--- config.mk ---
export PLATFORM = sky130hd
export DESIGN_NAME = format_string_number_expander_unit
export DESIGN_NICKNAME = d
export VERILOG_FILES = /design/src/sv/fsne_pkg.sv /design/src/sv/format_string_number_expander_unit.sv
export VERILOG_INCLUDE_DIRS = /design/src /design/src/sv
export SDC_FILE = /design/constraint.sdc
export NUM_CORES = 1
export LEC_CHECK = 0
export ABC_AREA = 1
export BUFFER_PORTS_ARGS = -buffer_cell sky130_fd_sc_hd__buf_4
export CELL_PAD_IN_SITES_DETAIL_PLACEMENT = 0
export CELL_PAD_IN_SITES_GLOBAL_PLACEMENT = 1
export CORE_MARGIN = 2
export CORE_UTILIZATION = 46
export CTS_CLUSTER_SIZE = 10
export DETAILED_ROUTE_END_ITERATION = 7
export PLACE_DENSITY_LB_ADDON = 0.1
export SLEW_MARGIN = 20
export SYNTH_ARGS = -nofsm -noshare
export SYNTH_HDL_FRONTEND = slang
export SYNTH_SLANG_ARGS = --single-unit
--- constraint.sdc ---
create_clock -name clk_i -period 4.55 [get_ports clk_i]
set_clock_uncertainty 0.05 [all_clocks]
set_input_delay 0.2275 -clock clk_i [delete_from_list [all_inputs] [get_ports clk_i]]
set_output_delay 0.2275 -clock clk_i [all_outputs]
set_load 0.05 [all_outputs]
--- src/sv/assert_macros.svh ---
// Assertion macros for the format string number expander.
`ifndef ASSERT_MACROS_SVH
`define ASSERT_MACROS_SVH

// Check a property outside of reset.
`define FSNE_ASSERT(lbl, prop, msg) \
  lbl: assert property (@(posedge clk_i) disable iff (!rst_ni) prop) else $error(msg);

// Check a property at every edge, reset included.
`define FSNE_ASSERT_ALWAYS(lbl, prop, msg) \
  lbl: assert property (@(posedge clk_i) prop) else $error(msg);

`endif

--- src/sv/fsne_pkg.sv ---
// Package with constants, types and helpers of the format string number expander.
package fsne_pkg;

  localparam int DecimalDigitsDefault = 5;
  localparam int HexDigits            = 8;

  localparam logic [7:0] CharPercent = 8'h25;
  localparam logic [7:0] CharDec     = 8'h64;
  localparam logic [7:0] CharHex     = 8'h78;
  localparam logic [7:0] CharMinus   = 8'h2D;
  localparam logic [7:0] CharZero    = 8'h30;
  localparam logic [7:0] CharUpperA  = 8'h41;

  typedef enum logic [2:0] {
    ST_IDLE,
    ST_PCT_CHAR,
    ST_CONV,
    ST_DIGIT,
    ST_HEX_X,
    ST_HEX
  } fsne_state_e;

  function automatic logic [63:0] pow10(input int d);
    logic [63:0] p;
    p = 64'd1;
    for (int i = 0; i < d; i++) begin
      p = p * 64'd10;
    end
    return p;
  endfunction

endpackage

--- src/sv/format_string_number_expander_unit.sv ---
// Top level of the format string number expander: character stream to glyph codes.
//
// One format character is taken per transaction and expanded into zero to ten
// character codes, one per cycle through a single output register while it is
// taken. A plain character gives itself; a bare '%' gives no code but marks the
// following character. A '%' followed by any character other than 'd' or 'x'
// gives '%' and that character. "%x" gives "0x" and eight upper-case hex digits.
// "%d" of zero gives '0'. "%d" of a nonzero value gives '-' if negative; then the
// clamped magnitude, W = ceil(log2(10^DECIMAL_DIGITS)) bits capped at 32, is
// converted to BCD one bit per cycle by a shift-and-add-3 loop, then the digits
// are shifted out one per cycle, suppressed leading zeros included, each sent
// digit waiting while the output register is full and not taken.
`include "assert_macros.svh"

module format_string_number_expander_unit #(
  parameter int DECIMAL_DIGITS = fsne_pkg::DecimalDigitsDefault
) (
  input  logic        clk_i,
  input  logic        rst_ni,
  input  logic        in_valid_i,
  output logic        in_ready_o,
  input  logic [7:0]  fmt_char_i,
  input  logic [31:0] argument_i,
  input  logic        start_of_string_i,
  output logic        out_valid_o,
  input  logic        out_ready_i,
  output logic [7:0]  char_code_o,
  output logic        last_in_run_o
);

  localparam logic [63:0] Limit    = fsne_pkg::pow10(DECIMAL_DIGITS) - 64'd1;
  localparam logic [63:0] NegLimit = (Limit > 64'd999999999) ? 64'd999999999 : Limit;
  localparam logic [63:0] PosLimit = (Limit > 64'hFFFFFFFF) ? 64'hFFFFFFFF : Limit;
  localparam logic [31:0] PosLim32 = PosLimit[31:0];
  localparam logic [31:0] NegLim32 = NegLimit[31:0];
  localparam int LimBits = $clog2(Limit + 64'd1);
  localparam int MagW    = (LimBits > 32) ? 32 : LimBits;
  localparam int BcdW    = DECIMAL_DIGITS * 4;
  localparam int CntMax0 = (MagW > DECIMAL_DIGITS) ? MagW : DECIMAL_DIGITS;
  localparam int CntMax  = (CntMax0 > fsne_pkg::HexDigits) ? CntMax0 : fsne_pkg::HexDigits;
  localparam int CntW    = $clog2(CntMax + 1);

  fsne_pkg::fsne_state_e state_q, state_d;

  logic [31:0]     saved_q, saved_d;
  logic [31:0]     rem_q, rem_d;
  logic            pend_q, pend_d;
  logic [7:0]      hold_q, hold_d;
  logic [MagW-1:0] mag_q, mag_d;
  logic [BcdW-1:0] bcd_q, bcd_d;
  logic [31:0]     hex_q, hex_d;
  logic [CntW-1:0] cnt_q, cnt_d;
  logic            dstart_q, dstart_d;
  logic            ovalid_q, ovalid_d;
  logic [7:0]      char_q, char_d;
  logic            last_q, last_d;

  logic            can_load;
  logic            in_fire;
  logic [31:0]     saved_eff, rem_eff, mag_abs, mag_lim, mag_clamp;
  logic            pend_eff;
  logic [BcdW-1:0] bcd_adj;
  logic [3:0]      top_dig, nib;
  logic            busy;
  logic            dig_end;

  assign can_load   = !ovalid_q || out_ready_i;
  assign in_ready_o = (state_q == fsne_pkg::ST_IDLE) && can_load;
  assign in_fire    = in_valid_i && in_ready_o;

  assign saved_eff = start_of_string_i ? argument_i : saved_q;
  assign rem_eff   = start_of_string_i ? argument_i : rem_q;
  assign pend_eff  = start_of_string_i ? 1'b0 : pend_q;
  assign mag_abs   = rem_eff[31] ? (~rem_eff + 32'd1) : rem_eff;
  assign mag_lim   = rem_eff[31] ? NegLim32 : PosLim32;
  assign mag_clamp = (mag_abs > mag_lim) ? mag_lim : mag_abs;

  always_comb begin
    for (int i = 0; i < DECIMAL_DIGITS; i++) begin
      bcd_adj[i*4 +: 4] = (bcd_q[i*4 +: 4] >= 4'd5) ? (bcd_q[i*4 +: 4] + 4'd3)
                                                     : bcd_q[i*4 +: 4];
    end
  end

  assign top_dig = bcd_q[BcdW-1 -: 4];
  assign nib     = hex_q[31:28];

  always_comb begin
    state_d  = state_q;
    saved_d  = saved_q;
    rem_d    = rem_q;
    pend_d   = pend_q;
    hold_d   = hold_q;
    mag_d    = mag_q;
    bcd_d    = bcd_q;
    hex_d    = hex_q;
    cnt_d    = cnt_q;
    dstart_d = dstart_q;
    ovalid_d = ovalid_q && !out_ready_i;
    char_d   = char_q;
    last_d   = last_q;

    unique case (state_q)
      fsne_pkg::ST_IDLE: begin
        if (in_fire) begin
          saved_d = saved_eff;
          rem_d   = rem_eff;
          pend_d  = 1'b0;
          if (pend_eff) begin
            priority if (fmt_char_i == fsne_pkg::CharDec) begin
              rem_d = '0;
              if (rem_eff == '0) begin
                ovalid_d = 1'b1;
                char_d   = fsne_pkg::CharZero;
                last_d   = 1'b1;
              end else begin
                mag_d    = MagW'(mag_clamp);
                bcd_d    = '0;
                cnt_d    = CntW'(MagW - 1);
                dstart_d = 1'b0;
                state_d  = fsne_pkg::ST_CONV;
                if (rem_eff[31]) begin
                  ovalid_d = 1'b1;
                  char_d   = fsne_pkg::CharMinus;
                  last_d   = 1'b0;
                end
              end
            end else if (fmt_char_i == fsne_pkg::CharHex) begin
              ovalid_d = 1'b1;
              char_d   = fsne_pkg::CharZero;
              last_d   = 1'b0;
              hex_d    = saved_eff;
              state_d  = fsne_pkg::ST_HEX_X;
            end else begin
              ovalid_d = 1'b1;
              char_d   = fsne_pkg::CharPercent;
              last_d   = 1'b0;
              hold_d   = fmt_char_i;
              state_d  = fsne_pkg::ST_PCT_CHAR;
            end
          end else if (fmt_char_i == fsne_pkg::CharPercent) begin
            pend_d = 1'b1;
          end else begin
            ovalid_d = 1'b1;
            char_d   = fmt_char_i;
            last_d   = 1'b1;
          end
        end
      end
      fsne_pkg::ST_PCT_CHAR: begin
        if (can_load) begin
          ovalid_d = 1'b1;
          char_d   = hold_q;
          last_d   = 1'b1;
          state_d  = fsne_pkg::ST_IDLE;
        end
      end
      fsne_pkg::ST_CONV: begin
        if (MagW > 1) begin
          bcd_d = {bcd_adj[BcdW-2:0], mag_q[MagW-1]};
        end else begin
          bcd_d = {bcd_adj[BcdW-2:0], mag_q[0]};
        end
        mag_d = mag_q << 1;
        cnt_d = cnt_q - CntW'(1);
        if (cnt_q == '0) begin
          cnt_d   = CntW'(DECIMAL_DIGITS - 1);
          state_d = fsne_pkg::ST_DIGIT;
        end
      end
      fsne_pkg::ST_DIGIT: begin
        if ((top_dig == 4'd0) && !dstart_q) begin
          bcd_d = bcd_q << 4;
          cnt_d = cnt_q - CntW'(1);
          if (cnt_q == '0) begin
            state_d = fsne_pkg::ST_IDLE;
          end
        end else if (can_load) begin
          ovalid_d = 1'b1;
          char_d   = fsne_pkg::CharZero + {4'd0, top_dig};
          last_d   = (cnt_q == '0);
          dstart_d = 1'b1;
          bcd_d    = bcd_q << 4;
          cnt_d    = cnt_q - CntW'(1);
          if (cnt_q == '0) begin
            state_d = fsne_pkg::ST_IDLE;
          end
        end
      end
      fsne_pkg::ST_HEX_X: begin
        if (can_load) begin
          ovalid_d = 1'b1;
          char_d   = fsne_pkg::CharHex;
          last_d   = 1'b0;
          cnt_d    = CntW'(fsne_pkg::HexDigits - 1);
          state_d  = fsne_pkg::ST_HEX;
        end
      end
      fsne_pkg::ST_HEX: begin
        if (can_load) begin
          ovalid_d = 1'b1;
          char_d   = (nib < 4'd10) ? (fsne_pkg::CharZero + {4'd0, nib})
                                   : (fsne_pkg::CharUpperA + {4'd0, nib - 4'd10});
          last_d   = (cnt_q == '0);
          hex_d    = hex_q << 4;
          cnt_d    = cnt_q - CntW'(1);
          if (cnt_q == '0) begin
            state_d = fsne_pkg::ST_IDLE;
          end
        end
      end
      default: begin
        state_d = fsne_pkg::ST_IDLE;
      end
    endcase
  end

  always_ff @(posedge clk_i or negedge rst_ni) begin
    if (!rst_ni) begin
      state_q  <= fsne_pkg::ST_IDLE;
      saved_q  <= '0;
      rem_q    <= '0;
      pend_q   <= 1'b0;
      cnt_q    <= '0;
      dstart_q <= 1'b0;
      ovalid_q <= 1'b0;
    end else begin
      state_q  <= state_d;
      saved_q  <= saved_d;
      rem_q    <= rem_d;
      pend_q   <= pend_d;
      cnt_q    <= cnt_d;
      dstart_q <= dstart_d;
      ovalid_q <= ovalid_d;
    end
  end

  always_ff @(posedge clk_i) begin
    hold_q <= hold_d;
    mag_q  <= mag_d;
    bcd_q  <= bcd_d;
    hex_q  <= hex_d;
    char_q <= char_d;
    last_q <= last_d;
  end

  assign out_valid_o   = ovalid_q;
  assign char_code_o   = char_q;
  assign last_in_run_o = last_q;

  assign busy    = (state_q != fsne_pkg::ST_IDLE);
  assign dig_end = (state_q == fsne_pkg::ST_DIGIT) && (cnt_q == '0) &&
                   ((top_dig != 4'd0) || dstart_q) && can_load;

  `FSNE_ASSERT(busy_blocks_input, busy |-> !in_ready_o, "input taken while busy")
  `FSNE_ASSERT(last_digit_ends_run, dig_end |=> !busy && last_q && ovalid_q, "last digit unmarked")
  `FSNE_ASSERT_ALWAYS(open_run_keeps_busy, ovalid_q && !last_q |-> busy, "run left open in idle")

endmodule
==> results of run 1 <==
## final timing paths
kind | startpoint | to | cells after the start
worst max-delay path | state_q[0] | rem_q[2] | 11
worst min-delay path | argument_i[12] | saved_q[12] | 5
worst max register to register | state_q[0] | rem_q[2] | 11
worst min register to register | rem_q[5] | rem_q[5] | 2
max in group asynchronous | rst_ni | rem_q[8] | 3
min in group asynchronous | rst_ni | rem_q[4] | 2
## final cells by class
| class | instances | area, µm² | area share, % |
|---|---|---|---|
| clock buffers | 18 | 429 | 3.98 |
| flip-flops and latches | 161 | 4460 | 41.4 |
| multi-input cells | 841 | 4090 | 37.9 |
| clock inverters | 14 | 106 | 0.987 |
| inverters | 190 | 713 | 6.62 |
| repair buffers | 81 | 643 | 5.97 |
| well taps | 270 | 338 | 3.14 |
## worst register-to-register path: stages (launching register included)
cell,delay [ns]
dfrtp_1,0.43
nor2_1,0.20
inv_1,0.10
nor2_1,0.28
inv_1,0.21
nor2_1,0.16
nand2_1,0.39
inv_2,0.21
buf_4,0.27
buf_4,0.57
nand2_1,0.14
o21ai_0,0.21
## logic make-up after synthesis
kind of cell             after synthesis  synth area share (%)
buffers and inverters                234                  9.88
XOR/XNOR                              14                  1.29
flip-flops                           161                  47.1
AND/OR/NAND/NOR                      585                  26.0
adder cells (fa/ha/maj)               16                  2.11
AO/OA/AOI/OAI                        226                  13.6
## stage by stage
| step | setup WS [ns] | power (µW) |
|---|---|---|
| after floorplan | 0.387 | 4240 |
| after global placement | 1.10 | 4890 |
| after detailed placement | 1.05 | 4910 |
| after CTS | 1.27 | 6260 |
| after global routing | 0.887 | 6760 |
| final | 1.25 | 6230 |
## power groups by stage
stage | Clock [µW] | Combinational, µW | Sequential (µW)
after floorplan | 0 | 1750 | 2480
after global placement | 0 | 2530 | 2360
after detailed placement | 0 | 2530 | 2380
after CTS | 1360 | 2550 | 2350
after global routing | 1420 | 2930 | 2410
final | 1330 | 2550 | 2350
## sequential cells by signal (all words and copies together), names as in the netlist
name	cells
hex_q	32
rem_q	32
bcd_q	20
pend_q	1
saved_q	32
state_q	3
mag_q	17
dstart_q	1
char_code_o	8
out_valid_o	1
hold_q	8
last_in_run_o	1
cnt_q	5
## metal layers
layer | up-vias | part of all wire [%] | track usage, % | wire length [µm]
met5 | - | 0 | 0 | 0
met4 | 0 | 2.2 | 7.79 | 529
met3 | 35 | 4.0 | 3.55 | 974
met2 | 193 | 46 | 36.9 | 11000
met1 | 3800 | 48 | 33.4 | 11600
li1 | 4127 | - | - | -
## placed cells by master (no fill, tap or decap), types with 5 or more instances in the layout
cell / n
edfxtp_1: 86
inv_1: 176
dlygate4sd3_1: 9
buf_4: 71
nor2_1: 93
o21ai_0: 123
dfrtp_1: 75
or2_2: 10
nand3_1: 75
ha_1: 16
o22ai_1: 25
nor2_2: 12
clkinvlp_4: 5
o21ai_1: 21
nand4_1: 12
nand2_1: 359
o211ai_1: 5
a21oi_1: 18
xor2_1: 11
inv_2: 11
nand2_2: 9
clkbuf_16: 17
==> results.sh, run 1 <==
export IMPL_ios=56
export IMPL_power_per_cell_area_nw_per_um2=578
export IMPL_wl_per_cell_um=15.3
export IMPL_vias=8155
export IMPL_track_usage_pct=23.5
export IMPL_fin_cells=1575
export IMPL_dominantRegCellSynth="edfxtp_1"
export IMPL_drt_iter0_drc=668
export IMPL_post_cts_buffers=0
export IMPL_switching_share_pct=41.5
export IMPL_pwr_share_seq_pct=37.7
export IMPL_switchingPower_uw=2580
export IMPL_period_needed_ns=3.30
export IMPL_drive_above_1_share_pct=12.0
export IMPL_async_reset_ff_share_pct=46.6
export IMPL_slew_viol_final=0
export IMPL_p_comb_share_pct=40.9
export IMPL_finalHoldViolations=0
export IMPL_core_area_um2=20200
export IMPL_synth_commonest_cells="nand2_1 (359), inv_1 (176), o21ai_0 (124)"
export IMPL_arrival_ns=3.60
export IMPL_vias_per_cell=5.18
export IMPL_drt_pass1_iter_count=6
export IMPL_setup_viol=0
export IMPL_antenna_found_initial=0
export IMPL_synth_yosys_seq_area_share_pct=47.1
export IMPL_routed_wl_mm=24.1
export IMPL_required_ns=4.85
export IMPL_drc_errors=0
export IMPL_ctsHoldBuffers=9
export IMPL_path_cells="nor2_1, inv_1, nor2_1, inv_1, nor2_1, nand2_1, inv_2, buf_4, buf_4, nand2_1, o21ai_0"
export IMPL_path_buf_inv=5
export IMPL_grt_max_degree=68
export IMPL_crit_family="buffers and inverters"
export IMPL_cts_sink_count=161
export IMPL_final_util_pct=53.3
export IMPL_clock_latency_ns=0.44
export IMPL_synthTopCellsByArea="edfxtp_1 (27%), dfrtp_1 (20%), nand2_1 (14%)"
export IMPL_clk_pin_slew_worst_paths_ns=0.07
export IMPL_nFillCells=1982
export IMPL_crit_path_top_delay_cell="buf_4"
export IMPL_port_buffers=55
export IMPL_hpwl_mm=17.6
export IMPL_grt_ovfl_total=0
export IMPL_cts_tree="yes"
export IMPL_cp_common_cell="nor2_1"
export IMPL_synth_most_common_cell="nand2_1"
export IMPL_place_area_um2=10100
export IMPL_cp_start_kind="flop"
export IMPL_grt_pass1_wl_mm=40.9
export IMPL_setup_tns_ns=0
export IMPL_ys_warn_count=0
export IMPL_routabilityCongestion=0.839
export IMPL_path_class="flop to flop"
export IMPL_die_x_um=147
export IMPL_rows=52
export IMPL_start_util_pct=46.8
export IMPL_cts_resized_gates=0
export IMPL_clock_fmax_ghz=0.303
export IMPL_run_status="complete, no violations"
export IMPL_ant_nets=0
export IMPL_synthCells=1236
export IMPL_cp_slowest_stage_delay_ns=0.57
export IMPL_root_buffer="clkbuf_16"
export IMPL_worst_pin_slew_ns=0.854
export IMPL_fp_dieH_um=147
export IMPL_synth_edff_count=86
export IMPL_synth_avg_cell_area_um2=7.66
export IMPL_htreeDepth=4
export IMPL_syn_to_final_growth_pct=13.8
export IMPL_critPathCaptureType="flop"
export IMPL_finalNetCount=1353
export IMPL_netlist_area_um2=9470
export IMPL_timing_hold_ws_ns=0.141
export IMPL_finalCritPeriodShare_pct=72.5
export IMPL_synth_cell_types=50
export IMPL_clkPwrFrac_pct=21.4
export IMPL_dieArea_um2=21800
export IMPL_diodes=0
export IMPL_rrSetupSlack_ns=1.25
export IMPL_yosysTopAreaCell="edfxtp_1"
export IMPL_grt_pass1_vias=7994
export IMPL_critical_path_max_fanout=67
export IMPL_fin_area_um2=10800
export IMPL_synth_seq_cells=161
export IMPL_maxCapViolCount=0
export IMPL_worstHoldPathType="input port to flop"
export IMPL_rsz0062_at_grt="false"
export IMPL_p_int_uw=3640
export IMPL_dp_cells=1534
export IMPL_synth_top_cell_area_share_pct=27.3
export IMPL_p_leak_uw=0.00498
export IMPL_synthesis_nets=1297
export IMPL_ir_drop_mv=0.268
export IMPL_cts_buffer_depth=2
export IMPL_slew_headroom_pct=43.0
export IMPL_cts_buffers=17
No activity file was read; power rests on OpenSTA's default activity.
==> inputs of run 2 (changes only) <==
- clock period: 4.55 -> 3.1 ns (I/O delays scaled with it)
==> run 2 against run 1 <==
  * Largest cell class unchanged
  * Global-route usage increased by 0.63 points
  * Wire length increased by 4.2%
  * Critical path depth increased by 4
  * Largest power group unchanged
  * Die area unchanged
  * Final cell count increased by 0.89%
  * Non-clock buffer count increased by 14
  * First-iteration DRC count decreased by 17%
  * Highest routed layer unchanged
  * Combinational power increased by 52%
  * Sequential power increased by 47%
  * Via count increased by 0.20%
  * Worst setup slack got worse by 0.96 ns
==> results.sh, run 2 (synthesized netlist as in run 1, its figures left out) <==
export IMPL_routed_wl_mm=25.1
export IMPL_maxCapViolCount=0
export IMPL_fin_area_um2=10900
export IMPL_ios=56
export IMPL_period_needed_ns=2.80
export IMPL_crit_family="simple AND/OR/NAND/NOR gates"
export IMPL_total_power_uw=9400
export IMPL_holdCritStartpoint="argument_i[22]"
export IMPL_setup_viol=0
export IMPL_rrSetupSlack_ns=0.30
export IMPL_track_usage_pct=24.1
export IMPL_finalCritPeriodShare_pct=90.4
export IMPL_critPathCaptureType="flop"
export IMPL_clk_pin_slew_worst_paths_ns=0.07
export IMPL_timing_hold_ws_ns=0.0779
export IMPL_multi_input_area_um2=4110
export IMPL_drt_pass1_iter_count=5
export IMPL_final_cell_mix="nand2_1 (359), inv_1 (176), o21ai_0 (123)"
export IMPL_rsz0062_at_grt="false"
export IMPL_dp_cells=1548
export IMPL_critical_path_max_fanout=8
export IMPL_drc_errors=0
export IMPL_reg_top3="hex_q: 32 flops, rem_q: 32 flops, saved_q: 32 flops"
export IMPL_required_ns=3.19
export IMPL_ff2ff_path_depth=15
export IMPL_path_buf_inv=2
export IMPL_grt_ovfl_total=0
export IMPL_finalHoldViolations=0
export IMPL_drt_iter0_drc=553
export IMPL_diodes=0
export IMPL_rr_endpoint="char_code_o[2]"
export IMPL_ctsHoldBuffers=9
export IMPL_cp_common_cell="nand2_2"
export IMPL_path_class="flop to flop"
export IMPL_cts_resized_gates=0
export IMPL_root_buffer="clkbuf_16"
export IMPL_ant_nets=0
export IMPL_final_util_pct=54.0
export IMPL_rr_startpoint="rem_q[1]"
export IMPL_cp_start_kind="flop"
export IMPL_p_leak_uw=0.00507
export IMPL_finalNetCount=1367
export IMPL_cts_buffers=17
export IMPL_clock_latency_ns=0.43
export IMPL_port_buffers=55
export IMPL_post_cts_buffers=0
export IMPL_ir_drop_mv=0.459
export IMPL_antenna_found_initial=0
export IMPL_vias=8171
export IMPL_power_per_cell_area_nw_per_um2=860
export IMPL_fp_dieH_um=147
export IMPL_hpwl_mm=18.1
export IMPL_rows=52
export IMPL_slew_headroom_pct=45.0
export IMPL_layout_commonest_cell="nand2_1"
export IMPL_path_cells="nand2_2, nand2_2, inv_1, ha_1, nand3_1, nor2_1, nand2_2, nor2_4, nand3_2, nor2_1, nand2_1, nand2_1, o21ai_0, a211oi_2, buf_4"
export IMPL_cts_tree="yes"
export IMPL_grt_pass1_wl_mm=41.7
export IMPL_die_x_um=147
export IMPL_drive_above_1_share_pct=13.3
export IMPL_regArea_um2=4460
export IMPL_place_area_um2=10300
export IMPL_cts_sink_count=161
export IMPL_grt_pass1_vias=7907
export IMPL_htreeDepth=4
export IMPL_crit_path_top_delay_cell="dfrtp_1"
export IMPL_clock_fmax_ghz=0.357
export IMPL_syn_to_final_growth_pct=15.5
export IMPL_fin_cells=1589
export IMPL_slew_viol_final=0
export IMPL_run_status="complete, no violations"
export IMPL_start_util_pct=46.8
export IMPL_wl_per_cell_um=15.8
export IMPL_cts_buffer_depth=2
export IMPL_dieArea_um2=21800
export IMPL_cp_depth=15
export IMPL_worst_pin_slew_ns=0.824
export IMPL_core_area_um2=20200
export IMPL_cp_slowest_stage_delay_ns=0.39
export IMPL_nFillCells=2004
export IMPL_arrival_ns=2.89
export IMPL_vias_per_cell=5.14
export IMPL_hold_depth=5
export IMPL_routabilityCongestion=0.921
export IMPL_worstHoldPathType="input port to flop"
export IMPL_grt_max_degree=61
export IMPL_min_to="saved_q[22]"
run 2: tightest hold or removal path, cell delays in order:
cell	delay, ns
buf_4	0.08
nand2_1	0.07
o21ai_0	0.10
nand2_1	0.06
o21ai_0	0.06
run 2: area by class of cell:
cell class,instances,area share [%]
sequential,161,40.8
multi-input combinational,841,37.6
timing repair buffer,95,6.84
tap,270,3.09
inverter,190,6.52
clock inverter,13,1.18
clock buffer,19,3.96
run 2: report_power, final:
part	internal [µW]	switching, µW
clock network	1120	948
registers	3150	310
logic	1230	2640
run 2: worst max-delay path by stage:
| stage | from | to | slack [ns] |
|---|---|---|---|
| 2_1_floorplan | state_q[0] | mag_q[0] | -0.03 |
| 5_1_grt | rem_q[1] | mag_q[10] | 0.03 |
| 3_5_place_dp | start_of_string_i | mag_q[6] | 0.20 |
| 4_1_cts | rem_q[1] | char_code_o[5] | 0.31 |
| 6_report | rem_q[1] | char_code_o[2] | 0.30 |
| 3_3_place_gp | start_of_string_i | mag_q[0] | 0.28 |
run 2: through the flow:
stage	worst slack (ns)	TNS, ns
after floorplan	-0.0298	-0.507
after global placement	0.276	0
after detailed placement	0.204	0
after CTS	0.310	0
after global routing	0.0320	0
final	0.298	0
run 2: per-layer routing:
metal,part of all wire (%),global-route usage (%)
met5,0,0
met1,47,33.8
met3,4.4,3.70
met2,47,39.3
met4,1.2,6.11
